`src/sv/gedge_pkg.sv`:
```
// Shared types and constants of the wraparound gradient edge block.
// No dependencies; imported by every module of the block.
`default_nettype none

package gedge_pkg;

   // Default sizes of the parameterized storage and datapath.
   localparam int DEF_MAX_WIDTH  = 1024;
   localparam int DEF_MAX_HEIGHT = 1024;
   localparam int DEF_PIXEL_BITS = 8;

   // Register file
   localparam int SIZE_W    = 11;
   localparam int CSR_AW    = 3;
   localparam int CSR_DW    = 32;
   localparam int MIN_SIZE  = 2;
   localparam logic [SIZE_W-1:0] DEF_FRAME_WIDTH  = 11'd640;
   localparam logic [SIZE_W-1:0] DEF_FRAME_HEIGHT = 11'd480;

   typedef enum logic {
      REG_FRAME_WIDTH  = 1'b0,
      REG_FRAME_HEIGHT = 1'b1
   } reg_idx_type;

   // Item held behind the line memories and the results it still owes.
   typedef struct packed {
      logic valid;
      logic need_a;   // vertical result for the pixel above
      logic need_b;   // last-row result for the pixel to the left
      logic need_c;   // last-row result for this pixel, end of frame
   } gedge_ctl_type;

endpackage

`default_nettype wire

```
`src/sv/gedge_csr.sv`:
```
// Configuration registers (APB-style) with size clamping.
// Depends on gedge_pkg.
`default_nettype none

module gedge_csr
   import gedge_pkg::*;
#(
   parameter int MAX_WIDTH  = DEF_MAX_WIDTH,
   parameter int MAX_HEIGHT = DEF_MAX_HEIGHT
) (
   input  wire logic                             clock,
   input  wire logic                             reset,
   input  wire logic                             psel,
   input  wire logic                             penable,
   input  wire logic                             pwrite,
   input  wire logic [CSR_AW-1:0]                paddr,
   input  wire logic [CSR_DW-1:0]                pwdata,
   output logic      [CSR_DW-1:0]                prdata,
   output logic                                  pready,
   output logic      [$clog2(MAX_WIDTH+1)-1:0]   width_eff,
   output logic      [$clog2(MAX_HEIGHT+1)-1:0]  height_eff
);

   localparam int WD_W = $clog2(MAX_WIDTH + 1);
   localparam int HD_W = $clog2(MAX_HEIGHT + 1);

   logic [SIZE_W-1:0] width_ff;
   logic [SIZE_W-1:0] height_ff;
   reg_idx_type       reg_idx;
   logic              wr_en;

   assign pready  = 1'b1;
   assign reg_idx = reg_idx_type'(paddr[2]);
   assign wr_en   = psel && penable && pwrite;

   always_ff @(posedge clock) begin
      if (reset) begin
         width_ff  <= DEF_FRAME_WIDTH;
         height_ff <= DEF_FRAME_HEIGHT;
      end else if (wr_en) begin
         unique case (reg_idx)
            REG_FRAME_WIDTH:  width_ff  <= pwdata[SIZE_W-1:0];
            REG_FRAME_HEIGHT: height_ff <= pwdata[SIZE_W-1:0];
            default: ;
         endcase
      end
   end

   always_comb begin
      unique case (reg_idx)
         REG_FRAME_WIDTH:  prdata = CSR_DW'(width_ff);
         REG_FRAME_HEIGHT: prdata = CSR_DW'(height_ff);
         default:          prdata = '0;
      endcase
   end

   // Clamp to [2, max]
   always_comb begin
      if (width_ff < SIZE_W'(MIN_SIZE)) begin
         width_eff = WD_W'(MIN_SIZE);
      end else if (32'(width_ff) > 32'(MAX_WIDTH)) begin
         width_eff = WD_W'(MAX_WIDTH);
      end else begin
         width_eff = WD_W'(width_ff);
      end
      if (height_ff < SIZE_W'(MIN_SIZE)) begin
         height_eff = HD_W'(MIN_SIZE);
      end else if (32'(height_ff) > 32'(MAX_HEIGHT)) begin
         height_eff = HD_W'(MAX_HEIGHT);
      end else begin
         height_eff = HD_W'(height_ff);
      end
   end

endmodule

`default_nettype wire

```
`config.mk`:
```
export PLATFORM = sky130hd
export DESIGN_NAME = gedge_csr
export DESIGN_NICKNAME = d
export VERILOG_FILES = /design/src/sv/gedge_pkg.sv /design/src/sv/gedge_csr.sv
export SDC_FILE = /design/constraint.sdc
export NUM_CORES = 1
export LEC_CHECK = 0
export ABC_AREA = 1
export ABC_CLOCK_PERIOD_IN_PS = 3200
export BUFFER_PORTS_ARGS = -buffer_cell sky130_fd_sc_hd__buf_2
export CELL_PAD_IN_SITES_DETAIL_PLACEMENT = 0
export CELL_PAD_IN_SITES_GLOBAL_PLACEMENT = 1
export CORE_UTILIZATION = 27
export CTS_CLUSTER_DIAMETER = 120
export CTS_CLUSTER_SIZE = 25
export DETAILED_ROUTE_END_ITERATION = 6
export PLACE_DENSITY = 0.82
export SETUP_SLACK_MARGIN = 0.2
export SYNTH_ARGS = -nofsm -noshare
export SYNTH_HDL_FRONTEND = slang
export SYNTH_SLANG_ARGS = --single-unit
```
`constraint.sdc`:
```
create_clock -name clock -period 3.2 [get_ports clock]
set_input_delay 0.48 -clock clock [delete_from_list [all_inputs] [get_ports clock]]
set_output_delay 0.48 -clock clock [all_outputs]
set_load 0.01 [all_outputs]
```
; Word level (Yosys, flattened, before mapping)
; Cells that the tools add are included.
; Widths: inputs -> output; s select.
[op_classes]
order_cmp = 4
mux = 5
n_bitwise = 1
reduce_logical = 4
[ops]
columns = operator, count
row1 = $pmux 32 s2, 1
row2 = $mux 11, 4
row3 = $gt 11x11->1 const B, 2
row4 = $lt 11x2->1 const B, 2
row5 = $reduce_and 2->1, 2
row6 = $logic_and 1x1->1, 2
row7 = $not 1->1, 1
[word_totals]
reg_bits = 22
inputBits = 40
wordCells = 16

; Depth between registers and ports, before layout
[logic_depth]
word_depth = 3
mapped_depth = 7
depth_no_buf = 7

; Least setup slack after synthesis
; Ideal clock, no wire load.
[synth_path]
path_kind = input port to output port
from = input paddr[2]
to = output prdata[10]
t_arrival_ns = 0.992
t_required_ns = 2.720
slack_ns = 1.728
cell_stages = 4
n_path_buf = 2
path_cell_list = buf_2 -> buf_2 -> nand2_1 -> o21ai_0
[synth_via]
elab_chain_len = 2
[synth_lines]
columns = element, line_no
row1 = "start, declared", gedge_csr.sv:16  ; input wire logic [CSR_AW-1:0] paddr,
row2 = $not 1->1, --
row3 = $pmux 32 s2 *, gedge_csr.sv:50  ; unique case (reg_idx)
row4 = "end, declared", gedge_csr.sv:18  ; output logic [CSR_DW-1:0] prdata,
; Mark *: on every way between the ends. The rest lies on a longest branch, timed or not. The select of a mux whose other input is x is not followed.

; Worst setup path in the final report
[layout_path]
from = register width_ff[10]
to = output width_eff[0]
[layout_via]
elab_chain_len = 3
word_cells_on_any_way = 4
cone_classes = 2 x order compare / 2 x mux
[layout_lines]
columns = element, line_no
row1 = "start, declared", gedge_csr.sv:27  ; logic [SIZE_W-1:0] width_ff;
row2 = "start signal, assigned", gedge_csr.sv:42  ; REG_FRAME_WIDTH: width_ff <= pwdata[SIZE_W-1:0];
row3 = $gt 11x11->1, gedge_csr.sv:61  ; end else if (32'(width_ff) > 32'(MAX_WIDTH)) begin
row4 = $mux 11, gedge_csr.sv:61
row5 = $mux 11 *, gedge_csr.sv:59  ; if (width_ff < SIZE_W'(MIN_SIZE)) begin
row6 = "end, declared", gedge_csr.sv:20  ; output logic [$clog2(MAX_WIDTH+1)-1:0] width_eff,
; Mark *: on every way between the ends. The rest lies on a longest branch, timed or not.

==> impl_summary.md <==
Route
The count of nets left with antenna violations once routing finished came out at 0. The first TritonRoute pass finished after 4 iterations. The detailed-route via count is roughly 1300. The via density per instance is 4.38. The iteration-0 DRC count of the detailed router is 62. After detailed routing, the average wire length per cell comes to 11.3 um.

In the routed design, unresolved DRC markers number 0. The final layout contains routed wiring with a total length of roughly 3400 um.

Setup path
In this run the critical register-to-register path is launched from width_ff[10]. In this run the worst path has a maximum fanout of 12. Counting cells, the worst reg-to-reg path comes to 2. The setup slack of the worst register-to-register path is about 2.3 ns. Data arrives at the worst endpoint at approximately 1.5 ns. The capturing element type of the critical path is a primary output. STA classifies the critical path startpoint as a flop.

The delay of the slowest critical-path stage is slightly below 0.6 ns. The worst endpoint required time is about 2.7 ns. The critical path ends at width_eff[0]. The critical path is of the reg2out type. Traced cell by cell, the critical path runs through inv_1 -> nand4_1 -> nor2_1 -> a21oi_1 -> buf_2. The cell with the largest stage delay on the worst path is dfxtp_1. The worst register-to-register path ends at width_ff[10]. The critical path starts at width_ff[10].

Clocking
After clock tree synthesis, the flow added hold-fix buffers numbering 0. CTS saw 22 sinks. Clock tree synthesis inserted a total of 3 buffers. The insertion delay to the later sink of the worst-skew pair is 0.26 ns.

The quantity of gates resized following cts is 0. The maximum count of clock buffers along a single path is 2. The clock transition time at the flip-flop clock pins of the worst setup and hold paths is ~0.080 ns.

CTS placed an instance of clkbuf_8 at the clock tree root. The maximum level of the CTS H-tree is 1. The CTS tree is yes.

The number of setup buffers added after CTS is 0.

Layout
After the flow finishes, the layout carries non-filler instances totaling 300. Once layout is complete, the utilization of the core stands at 33.0%. The area added between synthesis and finish is 17.9%. The antenna diode instance count is 0. The finished layout cell area is between 1500 and 2000 sq um. At the end of the flow, the number of nets in the layout was 287. Of the cells placed in the final design, the portion with a size suffix greater than 1 is between 20% and 30%.

Placement
The half-perimeter wire length of the detailed placement result is between 2000 and 3000 um. The count of buffers inserted at the top-level ports is 49. The congestion estimate from routability-driven global placement came to a little under 0.8. The placement-stage cell area is between 1000 and 1500 sq um. The number of cells in the design after placement is about 300. Prior to clock tree synthesis, the placed netlist has a worst setup slack of 1.38 ns.

Floorplanning
The die height is 71.7 um. The full die area is ~5100 sq um. The die is just over 70 um wide. After floorplanning, the core was sized to cover approximately 4700 sq um.

The initial cell density of the core is roughly 28%. The number of core rows is 25. The top-level port count is 95.

GRT
The first-pass GRT wire length is 5440 um. The total global routing overflow is 0. The number of global-route vias before repair is between 1000 and 1500. Entering global routing, the biggest net connects 22 pins. Across every metal layer, demand over resource in global routing totals around 14%. The initial antenna violation count is 0.

Logic synthesis
The count of unique library cells instantiated by Yosys is 19. A synthesized cell averages ~6.4 sq um. The synthesized design contains 22 register bits. The Yosys warning count is 0. The synthesized instance count is 204. The portion of the post-synthesis area used by sequential elements is 33.6%. The total standard cell area after synthesis is 1310 sq um.

Power and ir drop
The design draws 592 uW. The peak supply drop is between 0.15 and 0.2 mV. The standby leakage power is 0.840 nW. The power density relative to cell area is around 380 nW/um^2.

Job
Across the run, the number of max-cap violations was 0.

Timing
The smallest clock period supported by the final layout is computed as between 1.5 and 2 ns. Timing would allow up to about 0.50 GHz. The transition time of the tightest slew-check pin is about 0.70 ns. Setup repair after global routing left no endpoint under its margin. Across the routed clock network, the largest skew measured is 0 ns. The tightest hold path in the finished design has a slack of between 0.4 and 0.5 ns.

The post-route clock period utilization is between 60% and 70%. The setup total negative slack is 0 ns. The final count of pins violating max slew is 0. The remaining max-slew budget at the tightest pin is 53.1%. Setup violations remaining at the end of the flow were counted as 0.

Across all setup checks in the final design, the least slack found is roughly 1.2 ns. The final hold violation count is 0.

Run status
The flow ran to the end, and the final reports show no timing, DRC or antenna violations.

Min path
The worst hold path belongs to the class in2reg.
cells in the final DEF (no fill, tap or decap):
| master | instances |
|---|---|
| o21ai_1 | 2 |
| nand4_1 | 1 |
| clkbuf_8 | 4 |
| nor2_1 | 28 |
| nand3_1 | 4 |
| dfxtp_1 | 22 |
| and2_1 | 1 |
| a21oi_1 | 26 |
| buf_4 | 1 |
| inv_1 | 28 |
| nor2_2 | 1 |
| nand2_1 | 21 |
| o21ai_0 | 31 |
| nor3_1 | 2 |
| inv_2 | 1 |
| nand2_2 | 2 |
| conb_1 | 22 |
| buf_2 | 49 |
power breakdown:
group / switching, mW / total, mW / leakage, nW / internal (mW)
combinational: 0.0660 / 0.100 / 0.632 / 0.0345
sequential: 0.00929 / 0.292 / 0.179 / 0.283
clock: 0.0892 / 0.199 / 0.0288 / 0.110
worst max-delay path: cells and delay by family (launching register included):
family | cells | cell delay (ns)
buffers and inverters | 2 | 0.32
DFF | 1 | 0.59
AOI/OAI and AO/OA | 1 | 0.15
and+or+nand+nor | 2 | 0.19
how the worst min path moves through the flow:
stage / start / to / slack, ns / depth (start not counted)
6_report: pwdata[9] / width_ff[9] / 0.46 / 3
5_1_grt: pwdata[9] / width_ff[9] / 0.46 / 3
4_1_cts: pwdata[9] / width_ff[9] / 0.45 / 3
3_5_place_dp: height_ff[6] / height_ff[6] / 0.51 / 2
3_3_place_gp: height_ff[6] / height_ff[6] / 0.50 / 2
2_1_floorplan: height_ff[6] / height_ff[6] / 0.48 / 2
synthesized netlist by cell type:
cell type   n  area, sq um
dfxtp_1    22          440
nand3_1     4         20.0
nand2_1    21         78.8
o21ai_0    31          155
conb_1      2         7.51
nand4_1     1         6.26
nor3_1      2         10.0
o21ai_1     2         10.0
inv_1      28          105
buf_4      23          173
inv_2       1         3.75
nor2_2      1         6.26
nor2_1     28          105
buf_2       6         30.0
clkbuf_2    1         5.00
and2_1      1         6.26
clkbuf_1    2         7.51
nand2_2     2         12.5
a21oi_1    26          130
routing by layer:
| metal | wire, um | GRT usage (%) |
|---|---|---|
| met2 | 1520 | 20.9 |
| met5 | 0 | 0 |
| met3 | 225 | 3.94 |
| met4 | 11 | 1.96 |
| met1 | 1630 | 19.5 |
cell type report:
cell class,count,area (sq um)
Fill cell,528,3140
Timing Repair Buffer,50,253
Multi-Input combinational cell,141,623
Sequential cell,22,440
Inverter,29,109
Clock buffer,4,55.1
Tap cell,54,67.6
registers in the layout, summed over array words and instances, names as in the netlist:
register / flops
height_ff: 11
width_ff: 11
cell families (layout without fill, tap and decap cells):
family	Yosys count	after routing	synth area share, %
flops	22	22	33.6
other cells	2	22	0.572
simple gates	60	60	18.7
buf+inv	61	83	24.7
compound gates	59	59	22.5
Power figures use the tool's default switching activity.
