**src/sv/gedge_pkg.sv**
```systemverilog
// Shared types and constants of the wraparound gradient edge block.
// No dependencies; imported by every module of the block.
`default_nettype none

package gedge_pkg;

   // Default sizes of the parameterized storage and datapath.
   localparam int DEF_MAX_WIDTH  = 1024;
   localparam int DEF_MAX_HEIGHT = 1024;
   localparam int DEF_PIXEL_BITS = 8;

   // Register file
   localparam int SIZE_W    = 11;
   localparam int CSR_AW    = 3;
   localparam int CSR_DW    = 32;
   localparam int MIN_SIZE  = 2;
   localparam logic [SIZE_W-1:0] DEF_FRAME_WIDTH  = 11'd640;
   localparam logic [SIZE_W-1:0] DEF_FRAME_HEIGHT = 11'd480;

   typedef enum logic {
      REG_FRAME_WIDTH  = 1'b0,
      REG_FRAME_HEIGHT = 1'b1
   } reg_idx_type;

   // Item held behind the line memories and the results it still owes.
   typedef struct packed {
      logic valid;
      logic need_a;   // vertical result for the pixel above
      logic need_b;   // last-row result for the pixel to the left
      logic need_c;   // last-row result for this pixel, end of frame
   } gedge_ctl_type;

endpackage

`default_nettype wire

```
**src/sv/gedge_emit.sv**
```systemverilog
// Result sequencer: issues up to three results per item, computes the
// gradient sum and drives the output register. Depends on gedge_pkg.
`default_nettype none

module gedge_emit
   import gedge_pkg::*;
#(
   parameter int MAX_WIDTH  = DEF_MAX_WIDTH,
   parameter int MAX_HEIGHT = DEF_MAX_HEIGHT,
   parameter int PIXEL_BITS = DEF_PIXEL_BITS
) (
   input  wire logic                            clock,
   input  wire logic                            reset,
   input  wire gedge_ctl_type                   ctl,
   input  wire logic [PIXEL_BITS-1:0]           op_px,
   input  wire logic [PIXEL_BITS-1:0]           op_above,
   input  wire logic [PIXEL_BITS-1:0]           op_above_right,
   input  wire logic [PIXEL_BITS-1:0]           op_held,
   input  wire logic [PIXEL_BITS-1:0]           op_top_left,
   input  wire logic [PIXEL_BITS-1:0]           op_top_here,
   input  wire logic [PIXEL_BITS-1:0]           op_row_first,
   input  wire logic [$clog2(MAX_HEIGHT)-1:0]   op_row,
   input  wire logic [$clog2(MAX_WIDTH)-1:0]    op_col,
   output logic                                 take,
   output logic                                 rsp_valid,
   input  wire logic                            rsp_ready,
   output logic      [PIXEL_BITS:0]             rsp_edge_value,
   output logic      [$clog2(MAX_HEIGHT)-1:0]   rsp_out_row,
   output logic      [$clog2(MAX_WIDTH)-1:0]    rsp_out_col,
   output logic                                 rsp_frame_last
);

   localparam int COL_W  = $clog2(MAX_WIDTH);
   localparam int ROW_W  = $clog2(MAX_HEIGHT);
   localparam int EDGE_W = PIXEL_BITS + 1;

   function automatic logic [PIXEL_BITS-1:0] abs_diff(
      input logic [PIXEL_BITS-1:0] a,
      input logic [PIXEL_BITS-1:0] b
   );
      return (a > b) ? a - b : b - a;
   endfunction

   logic [2:0]            done_ff;
   logic [2:0]            pend;
   logic [2:0]            sel;
   logic                  out_free;
   logic                  load;
   logic [PIXEL_BITS-1:0] p_op;
   logic [PIXEL_BITS-1:0] below_op;
   logic [PIXEL_BITS-1:0] right_op;
   logic [ROW_W-1:0]      res_row;
   logic [COL_W-1:0]      res_col;
   logic [EDGE_W-1:0]     edge_sum;

   logic                  rsp_valid_ff;
   logic [EDGE_W-1:0]     rsp_edge_ff;
   logic [ROW_W-1:0]      rsp_row_ff;
   logic [COL_W-1:0]      rsp_col_ff;
   logic                  rsp_last_ff;

   assign pend = ctl.valid ? ({ctl.need_c, ctl.need_b, ctl.need_a} & ~done_ff) : 3'b000;

   // Raster order: row above first, then left neighbor, then this pixel
   always_comb begin
      priority casez (pend)
         3'b??1:  sel = 3'b001;
         3'b?10:  sel = 3'b010;
         3'b100:  sel = 3'b100;
         default: sel = 3'b000;
      endcase
   end

   always_comb begin
      unique case (sel)
         3'b001: begin
            p_op     = op_above;
            below_op = op_px;
            right_op = op_above_right;
            res_row  = op_row - ROW_W'(1);
            res_col  = op_col;
         end
         3'b010: begin
            p_op     = op_held;
            below_op = op_top_left;
            right_op = op_px;
            res_row  = op_row;
            res_col  = op_col - COL_W'(1);
         end
         default: begin
            p_op     = op_px;
            below_op = op_top_here;
            right_op = op_row_first;
            res_row  = op_row;
            res_col  = op_col;
         end
      endcase
   end

   assign edge_sum = EDGE_W'(abs_diff(below_op, p_op)) + EDGE_W'(abs_diff(right_op, p_op));

   assign out_free = !rsp_valid_ff || rsp_ready;
   assign load     = (pend != 3'b000) && out_free;
   // Release the item once its final result goes out, or at once if it owes none
   assign take     = ctl.valid && ((pend == 3'b000) || (load && $onehot(pend)));

   always_ff @(posedge clock) begin
      if (reset) begin
         done_ff      <= 3'b000;
         rsp_valid_ff <= 1'b0;
      end else begin
         if (take) begin
            done_ff <= 3'b000;
         end else if (load) begin
            done_ff <= done_ff | sel;
         end
         if (load) begin
            rsp_valid_ff <= 1'b1;
         end else if (rsp_ready) begin
            rsp_valid_ff <= 1'b0;
         end
      end
   end

   always_ff @(posedge clock) begin
      if (load) begin
         rsp_edge_ff <= edge_sum;
         rsp_row_ff  <= res_row;
         rsp_col_ff  <= res_col;
         rsp_last_ff <= sel[2];
      end
   end

   assign rsp_valid      = rsp_valid_ff;
   assign rsp_edge_value = rsp_edge_ff;
   assign rsp_out_row    = rsp_row_ff;
   assign rsp_out_col    = rsp_col_ff;
   assign rsp_frame_last = rsp_last_ff;

   a_item_kept: assert property (@(posedge clock) disable iff (reset)
      (ctl.valid && !take) |=> ctl.valid)
      else $error("item released before all its results were issued");

   a_one_sel: assert property (@(posedge clock) disable iff (reset)
      $onehot0(sel))
      else $error("more than one result selected");

   a_no_repeat: assert property (@(posedge clock) disable iff (reset)
      load |-> ((sel & done_ff) == 3'b000))
      else $error("result issued twice for one item");

endmodule

`default_nettype wire

```
**config.mk**
```make
export PLATFORM = sky130hd
export DESIGN_NAME = gedge_emit
export DESIGN_NICKNAME = d
export VERILOG_FILES = /design/src/sv/gedge_pkg.sv /design/src/sv/gedge_emit.sv
export SDC_FILE = /design/constraint.sdc
export NUM_CORES = 1
export LEC_CHECK = 0
export ABC_CLOCK_PERIOD_IN_PS = 10200
export BUFFER_PORTS_ARGS = -buffer_cell sky130_fd_sc_hd__buf_2
export CORE_ASPECT_RATIO = 1.2
export CORE_MARGIN = 3
export CORE_UTILIZATION = 55
export CTS_BUF_LIST = sky130_fd_sc_hd__clkbuf_8 sky130_fd_sc_hd__clkbuf_16
export DETAILED_ROUTE_END_ITERATION = 12
export PLACE_DENSITY = 0.84
export SLEW_MARGIN = 30
export SYNTH_ARGS = -nofsm -noshare
export SYNTH_HDL_FRONTEND = slang
export SYNTH_SLANG_ARGS = --single-unit
export TNS_END_PERCENT = 1
```
**constraint.sdc**
```tcl
create_clock -name clock -period 10.2 [get_ports clock]
set_clock_uncertainty 0.15 [all_clocks]
set_input_delay 0.51 -clock clock [delete_from_list [all_inputs] [get_ports clock]]
set_output_delay 0.51 -clock clock [all_outputs]
set_load 0.02 [all_outputs]
```
Yosys cells after proc, flatten, opt, wreduce, memory -nomap -nowiden
Index checks and enable logic that the tools add are counted.

storage, ports and cells
  register bits after elaboration = 34
  bits of input ports = 83
  output and inout port bits = 32
  logic and storage cells = 46

operators by class
  add/sub/neg operators = 9
  order comparisons = 2
  eq/ne operators = 5
  mux-type cells = 11
  bitwise logic cells = 3
  reduce and logical (&&, ||, !) cells = 10

operators with widths
  cell                                                                    count
  8-bit one-hot mux with 2 select lines                                   3
  8-bit subtractor                                                        4
  10-bit two-way mux                                                      2
  10-bit by 1-bit subtractor with 10-bit output (second input constant)   2
  8-bit greater-than comparator                                           2
  8-bit two-way mux                                                       2
  8-bit by 8-bit adder with 9-bit output                                  1
  3-bit one-hot mux with 3 select lines                                   1
  3-bit bitwise AND                                                       1
  3-bit by 1-bit equality test with 1-bit output (second input constant)  1
  3-bit by 2-bit equality test with 1-bit output (second input constant)  1
  3-bit equality test (second input constant)                             1
  1-bit logical AND                                                       3
  3-bit zero test                                                         1
  3-bit two-way mux                                                       1
  3-bit NOT                                                               1
  3-bit bitwise OR                                                        1
  3-bit nonzero test                                                      1
  1-bit by 1-bit adder with 2-bit output                                  1
  2-bit by 1-bit adder with 2-bit output                                  1
  2-bit by 1-bit equality test with 1-bit output (second input constant)  1
  2-bit equality test (second input constant)                             1
  1-bit logical OR                                                        2
  1-bit two-way mux                                                       2
  other kinds (3)                                                         3

Logic depth before layout (Yosys ltp)
Gate-level depths: netlist of the first run.

  depth after elaboration = 10
  depth in mapped cells = 25
  mapped depth without buffers = 22

Least setup slack after synthesis of the first run
OpenSTA, ideal clock, no wires.

  kind = input port to flip-flop
  start = in ctl[3] (netlist name)
  end = reg rsp_edge_ff[8] (netlist: rsp_edge_value[8]) (data pin)
  setup time = 0.257 ns
  data arrival time = 4.591 ns
  data required time = 9.793 ns
  path slack = 5.202 ns
  cell stages on the path = 24
  path buffers = 3
  cells stage by stage = buf_6 -> nand3b_2 -> inv_2 -> buf_1 -> nand2_1 -> a21oi_1 -> a21oi_1 -> ha_1 -> clkbuf_1 -> a21o_1 -> o21ai_0 -> or2b_2 -> a21oi_1 -> a21o_1 -> or2_1 -> mux2i_1 -> fa_1 -> a21o_1 -> a21oi_1 -> o21bai_1 -> a21oi_1 -> nor2b_1 -> o21ai_0 -> nand2b_1

between the ends
  word-level cells in the longest chain between the ends = 8
  elaborated cells on any way between the ends = 18
  those cells by class = 5 x add/sub; 2 x order compare; 4 x eq/ne; 7 x mux

RTL lines
  item                                                                                                              RTL line           RTL
  start: declaration                                                                                                gedge_emit.sv:14   input wire gedge_ctl_type ctl,
  3-bit two-way mux *                                                                                               gedge_emit.sv:62   assign pend = ctl.valid ? ({ctl.need_c, ctl.need_b, ctl.need_a} & ~done_ff) : 3'b000;
  3-bit equality test or 2-bit equality test (tied branches)                                                        gedge_emit.sv:66   priority casez (pend)
  3-bit one-hot mux with 3 select lines *                                                                           gedge_emit.sv:66
  3-bit by 2-bit equality test with 1-bit output or 3-bit by 1-bit equality test with 1-bit output (tied branches)  gedge_emit.sv:75   unique case (sel)
  8-bit one-hot mux with 2 select lines                                                                             gedge_emit.sv:75
  8-bit subtractor or 8-bit greater-than comparator (tied branches)                                                 gedge_emit.sv:41   return (a > b) ? a - b : b - a;
  8-bit two-way mux                                                                                                 gedge_emit.sv:41
  8-bit by 8-bit adder with 9-bit output *                                                                          gedge_emit.sv:100  assign edge_sum = EDGE_W'(abs_diff(below_op, p_op)) + EDGE_W'(abs_diff(right_op, p_op));
  via edge_sum[8]                                                                                                   gedge_emit.sv:54   logic [EDGE_W-1:0] edge_sum;
  end signal: assignment                                                                                            gedge_emit.sv:127  rsp_edge_ff <= edge_sum;
  end: declaration                                                                                                  gedge_emit.sv:57   logic [EDGE_W-1:0] rsp_edge_ff;

Mark *: on every way through the listed nets, which the timed path passes. The rest lies on a longest branch.
A chain may end at the register's enable or synchronous reset.

Worst setup path after layout of the first run
  start = reg done_ff[1]
  end = reg rsp_edge_ff[8] (netlist: rsp_edge_value[8]) (data pin)

between the ends
  word-level cells in the longest chain between the ends = 10
  elaborated cells on any way between the ends = 20
  those cells by class = 5 x add/sub; 2 x order compare; 4 x eq/ne; 7 x mux; 2 x bitwise

RTL lines
  item                                                                                                              RTL line           RTL
  start: declaration                                                                                                gedge_emit.sv:44   logic [2:0] done_ff;
  start signal: assignment                                                                                          gedge_emit.sv:115  done_ff <= done_ff | sel;
  3-bit NOT *                                                                                                       gedge_emit.sv:62
  3-bit bitwise AND *                                                                                               gedge_emit.sv:62
  3-bit two-way mux *                                                                                               gedge_emit.sv:62
  3-bit equality test or 2-bit equality test (tied branches)                                                        gedge_emit.sv:66
  3-bit one-hot mux with 3 select lines *                                                                           gedge_emit.sv:66
  3-bit by 2-bit equality test with 1-bit output or 3-bit by 1-bit equality test with 1-bit output (tied branches)  gedge_emit.sv:75
  8-bit one-hot mux with 2 select lines                                                                             gedge_emit.sv:75
  8-bit subtractor or 8-bit greater-than comparator (tied branches)                                                 gedge_emit.sv:41
  8-bit two-way mux                                                                                                 gedge_emit.sv:41
  8-bit by 8-bit adder with 9-bit output *                                                                          gedge_emit.sv:100
  via edge_sum[8]                                                                                                   gedge_emit.sv:54

Marks and branches as above.

==> results of run 1 <==
worst register-to-register path: stages, from the launching register on:
cell	delay, ns
dfxtp_1	0.36
nand3b_2	0.53
inv_2	0.51
nand2_1	0.10
a21oi_1	0.15
a21o_1	0.15
inv_1	0.07
ha_1	0.42
inv_1	0.09
nor3_1	0.43
and4_2	0.31
a21o_1	0.39
or2_1	0.28
mux2i_1	0.17
fa_1	0.48
a21o_1	0.20
a21oi_1	0.24
o21bai_1	0.10
a21oi_1	0.26
nor2b_1	0.08
o21ai_0	0.17
nand2b_1	0.07
stage by stage:
step           power (mW)  worst slack [ns]  cells
3_3_place_gp        0.704              4.32    656
2_1_floorplan       0.598              5.20    471
4_1_cts             0.876              4.31    664
3_5_place_dp        0.725              4.06    656
5_1_grt             0.939              3.80    664
6_report            0.882              4.27    664
worst paths after layout:
path | from | to | slack (ns) | cells past startpoint
max | done_ff[1] | rsp_edge_value[8] | 4.27 | 21
min | reset | rsp_valid | 0.27 | 2
max reg2reg | done_ff[1] | rsp_edge_value[8] | 4.27 | 21
min reg2reg | done_ff[2] | done_ff[2] | 0.38 | 2
cells in the final DEF (no fill, tap or decap), types with 3 or more instances in the layout:
master      n
fa_1        6
a211oi_1    6
mux2i_1     7
clkbuf_8    5
a21oi_1    49
xnor2_1    19
or4_1       3
nand3_1     4
inv_1      41
o22ai_1     4
nand2b_1    5
a31oi_1     9
or2_2       3
nor3_1     12
o211ai_1    5
dfxtp_1     4
edfxtp_1   30
inv_2       3
a21o_1     24
nor4_1      7
xor2_1     11
o21bai_1    5
o211a_1     3
o21ai_0    16
buf_2     114
nor2_1     20
nand2_1    66
ha_1       35
cells in the mapped netlist, drive strengths merged, types with 2 or more instances:
master / instances
nor3: 13
o31ai: 3
o21bai: 5
nand3b: 3
nor4: 7
nor4b: 2
or2: 5
a31oi: 10
o21ai: 17
and3b: 2
and2: 3
a211oi: 7
a21o: 26
xnor2: 20
nor2: 22
o211ai: 6
o22ai: 4
mux2i: 7
nand2b: 5
or4: 3
nor2b: 3
o211a: 3
dfxtp: 4
and3: 2
or3: 2
edfxtp: 30
and2b: 2
o41ai: 2
buf: 9
maj3: 4
xor2: 11
mux2: 2
clkbuf: 8
inv: 44
nand3: 4
ha: 35
a21oi: 49
a2bb2oi: 2
fa: 6
nand2: 66
per-layer routing:
metal / GRT usage, % / up-vias
met3: 3.15 / 26
li1: - / 1888
met1: 31.0 / 1802
met2: 45.7 / 186
met4: 11.1 / 0
met5: 0 / -
layout make-up:
type	instances	area share, %
clock buffer	5	1.46
clock inverter	3	1.46
inverter	44	3.51
multi-input combinational	376	58.2
sequential	34	20.8
tap	87	2.31
timing repair buffer	115	12.3
sequential cells by signal, indices dropped and copies added, names as in the netlist:
signal,cells
rsp_frame_last,1
rsp_valid,1
rsp_out_col,10
rsp_edge_value,9
done_ff,3
rsp_out_row,10
where the power goes:
group / total (mW) / internal, mW / switching [mW]
combinational: 0.521 / 0.214 / 0.308
sequential: 0.209 / 0.202 / 0.00624
clock: 0.152 / 0.0979 / 0.0539
logic make-up after synthesis:
group | share of synthesized area, %
flops | 24.6
xor+xnor | 7.01
mux | 2.33
fa+ha+maj | 15.1
simple gates | 20.1
buf+inv | 6.57
compound gates | 24.3
==> reports/results.tsv, run 1 <==
stage	metric	value	unit
sta	maxSlewViolCount	0	
layout	area_growth	18.4	%
layout	multiInputGateArea	0.00274	sq mm
routing	wl_met3	665	um
sta	tns	0	ns
cts	cts_buffers	5	
routing	wl_met1	4470	um
worst_setup_path	critical_path.top_delay_family	simple AND/OR/NAND/NOR gates	
routing	ant_nets	0	
layout	drive_gt1_share	27.6	%
placed_design	placed_cell_area	0.00457	sq mm
layout	fillCellCount	589	
pwr	leakage	2.31	nW
die	start_util	57.4	%
routing	drt_first_pass_iters	5	
sta	period_needed	5.93	ns
die	die-area	0.00830	sq mm
sta	setup_viol	0	
cts	cts_resized	0	
worst_hold_path	holdCritPathClass	input pin to register	
worst_setup_path	worst_path_largest_cell_delay	0.53	ns
pwr	power.density	187	mW/mm^2
cts	cts_sinks	34	
global_route	grt_use_total	25.6	%
worst_setup_path	crit_chain	nand3b_2, inv_2, nand2_1, a21oi_1, a21o_1, inv_1, ha_1, inv_1, nor3_1, and4_2, a21o_1, or2_1, mux2i_1, fa_1, a21o_1, a21oi_1, o21bai_1, a21oi_1, nor2b_1, o21ai_0, nand2b_1	
placed_design	gp_congestion	0.941	
worst_setup_path	slowest_stage	nand3b_2	
sta	whs	0.272	ns
global_route	grt_overflow	0	
cts	postCtsHoldBufs	0	
job	cap_violations	0	
synth	syn_avg_cell_area	8.45	sq um
worst_setup_path	endpoint_kind	register	
routing	wl_met2	5340	um
synth	ys_types	76	
cts	cts-root-buf	clkbuf_8	
sta	rsz0062_at_grt	no	
routing	drt_iter0_drc	166	
synth	syn_inst	471	
sta	post-route-period-util	58.1	%
layout	n_antenna_cell	0	
cts	clk_pin_slew	0.08	ns
routing	wirelength	10900	um
synth	synth_nets	595	
synth	syn_area	0.00398	sq mm
global_route	grt_pass1_vias	3650	
die	core_area	0.00694	sq mm
global_route	grt_start_max_net_pins	45	
synth	postSynthRegisterBits	34	
placed_design	post-dp-hpwl	8980	um
synth	async_flop_share	0	%
worst_setup_path	path_buf_inv	3	
worst_setup_path	path_max_fanout	25	
global_route	antenna_found_initial	0	
routing	vias	3902	
placed_design	io_buffers	114	
die	io_pins	115	
synth	synth.area.top_cells	edfxtp_1, ha_1, nand2_1	
cts	cts_tree	done	
sta	worst_slew_pin_slew	0.892	ns
layout	fin_nets	700	
cts	h-tree-depth	2	
global_route	grt_pass1_wl	17200	um
layout	regArea	981	sq um
synth	yosysTopAreaCell	edfxtp_1	
synth	netlist.area_leader.share	22.6	%
layout	stdcell_area	0.00471	sq mm
worst_setup_path	critPathLaunchType	register	
outcome	status	finished clean	
routing	top_layer	met4	
synth	yosysWarnings	0	
sta	hold_viol_final	0	
die	placementRows	33	
layout	fin_util	67.9	%
sta	clock.fmax	0.169	GHz
routing	route.detailed.drc	0	
cts	post_cts_buffers	0	
cts	clk_path_buf_depth	2	
routing	wl_per_cell	16.4	um
synth	synth_ff_type	edfxtp_1	
die	die_x	83.7	um
synth	synth_edf_count	30	
worst_setup_path	path_class	register to register	
cts	insertion_delay	0.29	ns
sta	relSlewSlack	40.2	%
die	die_h	99.2	um
routing	via_per_inst	5.88	
pwr	ir_drop	0.123	mV
worst_setup_path	worstPathRequired	10.10	ns
worst_setup_path	worstPathArrival	5.83	ns
synth	seq_area_frac_synth	24.6	%
Note: power is estimated with default switching activity, not from simulation.
==> inputs of run 2 (changes only) <==
- ABC_AREA: unset -> 1
- ABC_CLOCK_PERIOD_IN_PS: 10200 -> 6040
- CORE_UTILIZATION: 55 -> 54
- PLACE_DENSITY: 0.84 -> 0.83
- clock period: 10.2 -> 6.04 ns (I/O delays scaled with it)
==> run 2 against run 1 <==
Wire length is 4.5% lower. Sequential share of layout area is 0.12 points lower. Design area is 0.58% higher.
==> reports/results.tsv, run 2 <==
stage	metric	value	unit
outcome	status	finished clean	
layout	layout_common_cells	nand2_1, buf_2, inv_1	
synth	synth.area.top_cells	edfxtp_1, nand2_1, ha_1	
worst_setup_path	path_max_fanout	21	
cts	cts_sinks	34	
synth	syn_avg_cell_area	7.08	sq um
die	io_pins	115	
pwr	power	1.32	mW
job	cap_violations	0	
routing	drt_iter0_drc	183	
sta	rsz0062_at_grt	no	
layout	fin_nets	806	
worst_setup_path	worstPathArrival	5.08	ns
die	core_area	0.00702	sq mm
die	die-area	0.00849	sq mm
sta	hold_viol_final	0	
synth	yosysTopAreaCell	edfxtp_1	
global_route	grt_pass1_vias	3961	
synth	yosysWarnings	0	
die	placementRows	33	
placed_design	io_buffers	114	
cts	postCtsHoldBufs	0	
synth	syn_inst	566	
placed_design	placed_cell_area	0.00466	sq mm
layout	drive_gt1_share	23.1	%
cts	clk_path_buf_depth	2	
routing	via_per_inst	5.30	
synth	synth_ff_type	edfxtp_1	
synth	synth_nets	690	
routing	vias	4082	
cts	cts-root-buf	clkbuf_8	
layout	n_antenna_cell	0	
global_route	grt_start_max_net_pins	32	
pwr	ir_drop	0.224	mV
cts	clk_pin_slew	0.07	ns
routing	ant_nets	0	
synth	syn_area	0.00401	sq mm
routing	drt_first_pass_iters	5	
worst_setup_path	endpoint_kind	register	
synth	netlist.area_leader.share	22.5	%
routing	wl_per_cell	13.5	um
global_route	antenna_found_initial	0	
cts	cts_tree	done	
synth	seq_area_frac_synth	24.5	%
routing	route.detailed.drc	0	
sta	whs	0.0448	ns
synth	postSynthRegisterBits	34	
die	start_util	57.1	%
placed_design	gp_congestion	0.961	
synth	async_flop_share	0	%
synth	netlist_top_cells_count	nand2_1, inv_1, nand3_1, nor2_1, ha_1	
sta	tns	0	ns
global_route	grt_use_total	24.8	%
layout	stdcell_area	0.00474	sq mm
sta	relSlewSlack	41.0	%
pwr	leakage	2.61	nW
sta	clock.fmax	0.192	GHz
global_route	grt_pass1_wl	17300	um
cts	post_cts_buffers	0	
layout	fillCellCount	629	
pwr	power.density	279	mW/mm^2
die	die_h	100	um
die	die_x	84.6	um
layout	area_growth	18.3	%
cts	insertion_delay	0.27	ns
cts	cts_buffers	5	
worst_setup_path	path_class	register to register	
cts	cts_resized	0	
sta	maxSlewViolCount	0	
synth	synth_edf_count	30	
worst_setup_path	critPathLaunchType	register	
routing	wirelength	10400	um
placed_design	post-dp-hpwl	8870	um
worst_hold_path	holdCritPathClass	input pin to register	
synth	ys_types	43	
sta	setup_viol	0	
sta	post-route-period-util	86.2	%
global_route	grt_overflow	0	
worst_setup_path	worstPathRequired	5.91	ns
layout	layout_commonest_cell	nand2_1	
sta	period_needed	5.21	ns
sta	worst_slew_pin_slew	0.884	ns
cts	h-tree-depth	2	
synth	yosysMostFrequentCell	nand2_1	
-- run 2: cell count changes after synthesis, moves of 7 or more --
cell | previous run | this run
inv_1 | 41 | 108
nand2_1 | 66 | 119
nand3_1 | 4 | 53
nor2_1 | 20 | 49
a21o_1 | 24 | 1
a21oi_1 | 49 | 31
xnor2_1 | 19 | 7
xor2_1 | 11 | 22
a221oi_1 | 0 | 10
a31oi_1 | 9 | 0
nand3_2 | 0 | 8
mux2i_1 | 7 | 0
nand2_2 | 0 | 7
nor3_1 | 12 | 5
-- run 2: worst max-delay path: stages, from the launching register on --
cell and delay, ns:
dfxtp_1 0.34, nor2_2 0.70, nor2_2 0.35, a221oi_1 0.50
inv_1 0.09, ha_1 0.41, inv_1 0.11, nor3_1 0.34
nand4_1 0.13, nor2_1 0.19, inv_1 0.07, nand2_2 0.16
nand3_1 0.09, o21ai_1 0.09, ha_1 0.29, a21oi_1 0.15
nand2_1 0.09, nand2_1 0.07, nand2_1 0.04, a21oi_1 0.18
nor2_1 0.06, o21ai_0 0.14, nand2_1 0.08, xor2_1 0.14
-- run 2: kinds of logic after synthesis --
group                    share of synthesized area, %
AND/OR/NAND/NOR                                  32.9
buffers and inverters                            11.2
AO/OA/AOI/OAI                                    11.2
adder cells (fa/ha/maj)                          13.9
flip-flops                                       24.5
XOR/XNOR                                         6.34
-- run 2: final cells by class --
type                    count  area [sq um]  area share, %
multi-input cells         416          2580           54.4
clock inverters             3          12.5          0.264
flip-flops and latches     34           981           20.7
repair buffers            115           578           12.2
clock buffers               5          68.8           1.45
inverters                 110           413           8.71
well taps                  87           109           2.30
-- run 2: stage by stage --
step / setup WS (ns) / cells / util (%)
after detailed placement: 0.707 / 762 / 66.4
final: 0.831 / 770 / 67.5
after global placement: 0.864 / 762 / 66.4
after global routing: 0.417 / 770 / 67.5
after floorplan: 1.63 / 566 / -
after CTS: 0.869 / 770 / 67.5
-- run 2: path summary, 6_finish.rpt --
check | start | to | slack, ns | depth (start not counted)
worst max register to register | done_ff[0] | rsp_edge_value[7] | 0.83 | 23
worst max-delay path | done_ff[0] | rsp_edge_value[7] | 0.83 | 23
worst min register to register | done_ff[2] | done_ff[2] | 0.34 | 2
worst min-delay path | reset | rsp_valid | 0.04 | 2
-- run 2: routing by layer --
layer	global-route usage, %	share of wire [%]	vias up
met5	0	0	-
li1	-	-	2071
met4	9.87	3.0	0
met1	27.7	39	1843
met2	47.9	52	144
met3	2.05	5.3	24
-- run 2: where the power goes --
| group | internal (mW) | switching (mW) |
|---|---|---|
| clock | 0.0774 | 0.0736 |
| combinational | 0.301 | 0.520 |
| sequential | 0.340 | 0.0117 |
| total | 0.718 | 0.606 |
==> inputs of run 3 (changes only) <==
- ABC_AREA: 1 -> unset
- CTS_BUF_LIST: sky130_fd_sc_hd__clkbuf_8 sky130_fd_sc_hd__clkbuf_16 -> unset
- GPL_TIMING_DRIVEN: unset -> 0
==> run 3 against run 2 <==
Largest power group unchanged. First-iteration DRC count grew 7.7%. Register-to-register slack got worse by 0.42 ns. Highest routed layer unchanged. Total power grew 13%. Combinational power rose by 7.9%.
==> reports/results.tsv, run 3 (synthesis gave the netlist of run 1 again) <==
stage	metric	value	unit
layout	n_antenna_cell	0	
sta	maxSlewViolCount	0	
layout	area_growth	21.5	%
cts	clk_pin_slew	0.08	ns
pwr	p_seq_share	23.5	%
cts	clk_path_buf_depth	2	
pwr	leakage	2.37	nW
die	io_pins	115	
global_route	grt_overflow	0	
cts	cts_buffers	5	
placed_design	dp_slack	0.367	ns
layout	drive_gt1_share	27.6	%
pwr	power.density	309	mW/mm^2
sta	worst_slack	0.416	ns
placed_design	post-dp-hpwl	9150	um
routing	route.detailed.drc	0	
sta	worst_slew_pin_slew	0.717	ns
sta	tns	0	ns
global_route	grt_pass1_wl	17700	um
sta	period_needed	5.62	ns
sta	hold_viol_final	0	
worst_setup_path	worstPathRequired	5.94	ns
routing	wl_per_cell	16.0	um
placed_design	gp_congestion	0.911	
routing	wirelength	10900	um
pwr	power	1.49	mW
pwr	clkPwrFrac	17.2	%
global_route	grt_use_total	25.7	%
pwr	combPwrFrac	59.3	%
layout	finalNonFillerCells	681	
die	core_area	0.00698	sq mm
cts	insertion_delay	0.29	ns
sta	relSlewSlack	51.9	%
die	die_x	84.4	um
routing	ant_nets	0	
pwr	power.switching	0.613	mW
cts	cts_sinks	34	
cts	cts_tree	done	
sta	clock.fmax	0.178	GHz
layout	layout_commonest_cell	buf_2	
die	die-area	0.00844	sq mm
worst_hold_path	holdCritPathClass	input pin to register	
worst_setup_path	path_max_fanout	10	
routing	via_per_inst	5.76	
cts	h-tree-depth	2	
die	die_h	100	um
job	cap_violations	0	
layout	fin_nets	717	
sta	post-route-period-util	93.1	%
die	placementRows	33	
layout	stdcell_area	0.00484	sq mm
cts	post_cts_buffers	0	
cts	cts-root-buf	clkbuf_8	
worst_setup_path	endpoint_kind	register	
worst_setup_path	worstPathArrival	5.52	ns
placed_design	placed_cell_area	0.00470	sq mm
global_route	grt_pass1_vias	3831	
sta	setup_viol	0	
die	start_util	57.1	%
pwr	ir_drop	0.223	mV
worst_setup_path	path_class	register to register	
routing	drt_iter0_drc	197	
worst_setup_path	critPathLaunchType	register	
placed_design	place_inst	673	
placed_design	io_buffers	114	
outcome	status	finished clean	
pwr	switching_share	41.0	%
layout	layout_common_cells	buf_2, nand2_1, a21oi_1	
cts	postCtsHoldBufs	0	
sta	rsz0062_at_grt	no	
global_route	grt_start_max_net_pins	26	
routing	drt_first_pass_iters	5	
global_route	antenna_found_initial	0	
pwr	power.internal	0.881	mW
routing	vias	3925	
[run 3: cell count changes in the layout (fill, tap and decap cells not counted), sizes merged, moves of 10 or more]
cell	delta
a221oi	-10
nand3	-60
inv	-67
a21oi	+16
nand2	-65
nor2	-34
xor2	-11
a31oi	+10
a21o	+25
xnor2	+13
[run 3: area by class of cell]
type / count / area [sq um]
Buffer: 17 / 96.3
Clock buffer: 5 / 68.8
Clock inverter: 3 / 68.8
Fill cell: 566 / 2140
Inverter: 44 / 165
Multi-Input combinational cell: 376 / 2750
Sequential cell: 34 / 981
Tap cell: 87 / 109
Timing Repair Buffer: 115 / 598
[run 3: worst max-delay path: stages (launching register included)]
cell and delay (ns):
dfxtp_1 0.35, nand3b_2 0.32, inv_2 0.21, buf_1 0.38
nand2_1 0.11, a21oi_1 0.18, a21oi_1 0.09, ha_1 0.32
clkbuf_1 0.22, a21o_1 0.27, o21ai_0 0.21, or2b_2 0.31
a21oi_1 0.15, a21o_1 0.21, or2_1 0.25, mux2i_1 0.16
fa_1 0.48, a21o_1 0.21, a21oi_1 0.23, o21bai_1 0.10
a21oi_1 0.22, nor2b_1 0.06, o21ai_0 0.14, nand2b_1 0.07
[run 3: routing by layer]
| layer | track usage, % | vias up | wire length (um) |
|---|---|---|---|
| met5 | 0 | - | 0 |
| met4 | 11.0 | 0 | 411 |
| met3 | 3.37 | 34 | 720 |
| met2 | 47.5 | 183 | 5500 |
| met1 | 29.7 | 1783 | 4230 |
| li1 | - | 1925 | - |
[run 3: metrics by stage]
| step | hold WS [ns] | util (%) |
|---|---|---|
| detailed placement | 0.379 | 67.3 |
| CTS | 0.0728 | 69.3 |
| global placement | 0.361 | 66.8 |
| global route | 0.0864 | 69.3 |
| floorplan | 0.221 | - |
| finish | 0.0749 | 69.3 |
[run 3: timing repair]
action / 4_1_cts / 5_1_grt
endpoints found under the setup margin: 0 / 2
resized for setup: 0 / 1
endpoints found under the hold margin: 0 / 0
[run 3: final timing paths]
kind	start	endpoint	slack [ns]	cells after the start
worst min register to register	done_ff[2]	done_ff[2]	0.38	2
worst min-delay path	reset	rsp_valid	0.07	2
worst max register to register	done_ff[1]	rsp_edge_value[8]	0.42	23
worst max-delay path	done_ff[1]	rsp_edge_value[8]	0.42	23
[run 3: power groups by stage]
stage | Combinational [mW] | Clock [mW] | Sequential [mW]
after floorplan | 0.590 | 0 | 0.420
after global placement | 0.839 | 0 | 0.357
after detailed placement | 0.877 | 0 | 0.357
after CTS | 0.882 | 0.261 | 0.352
after global routing | 0.971 | 0.268 | 0.357
final | 0.886 | 0.257 | 0.351
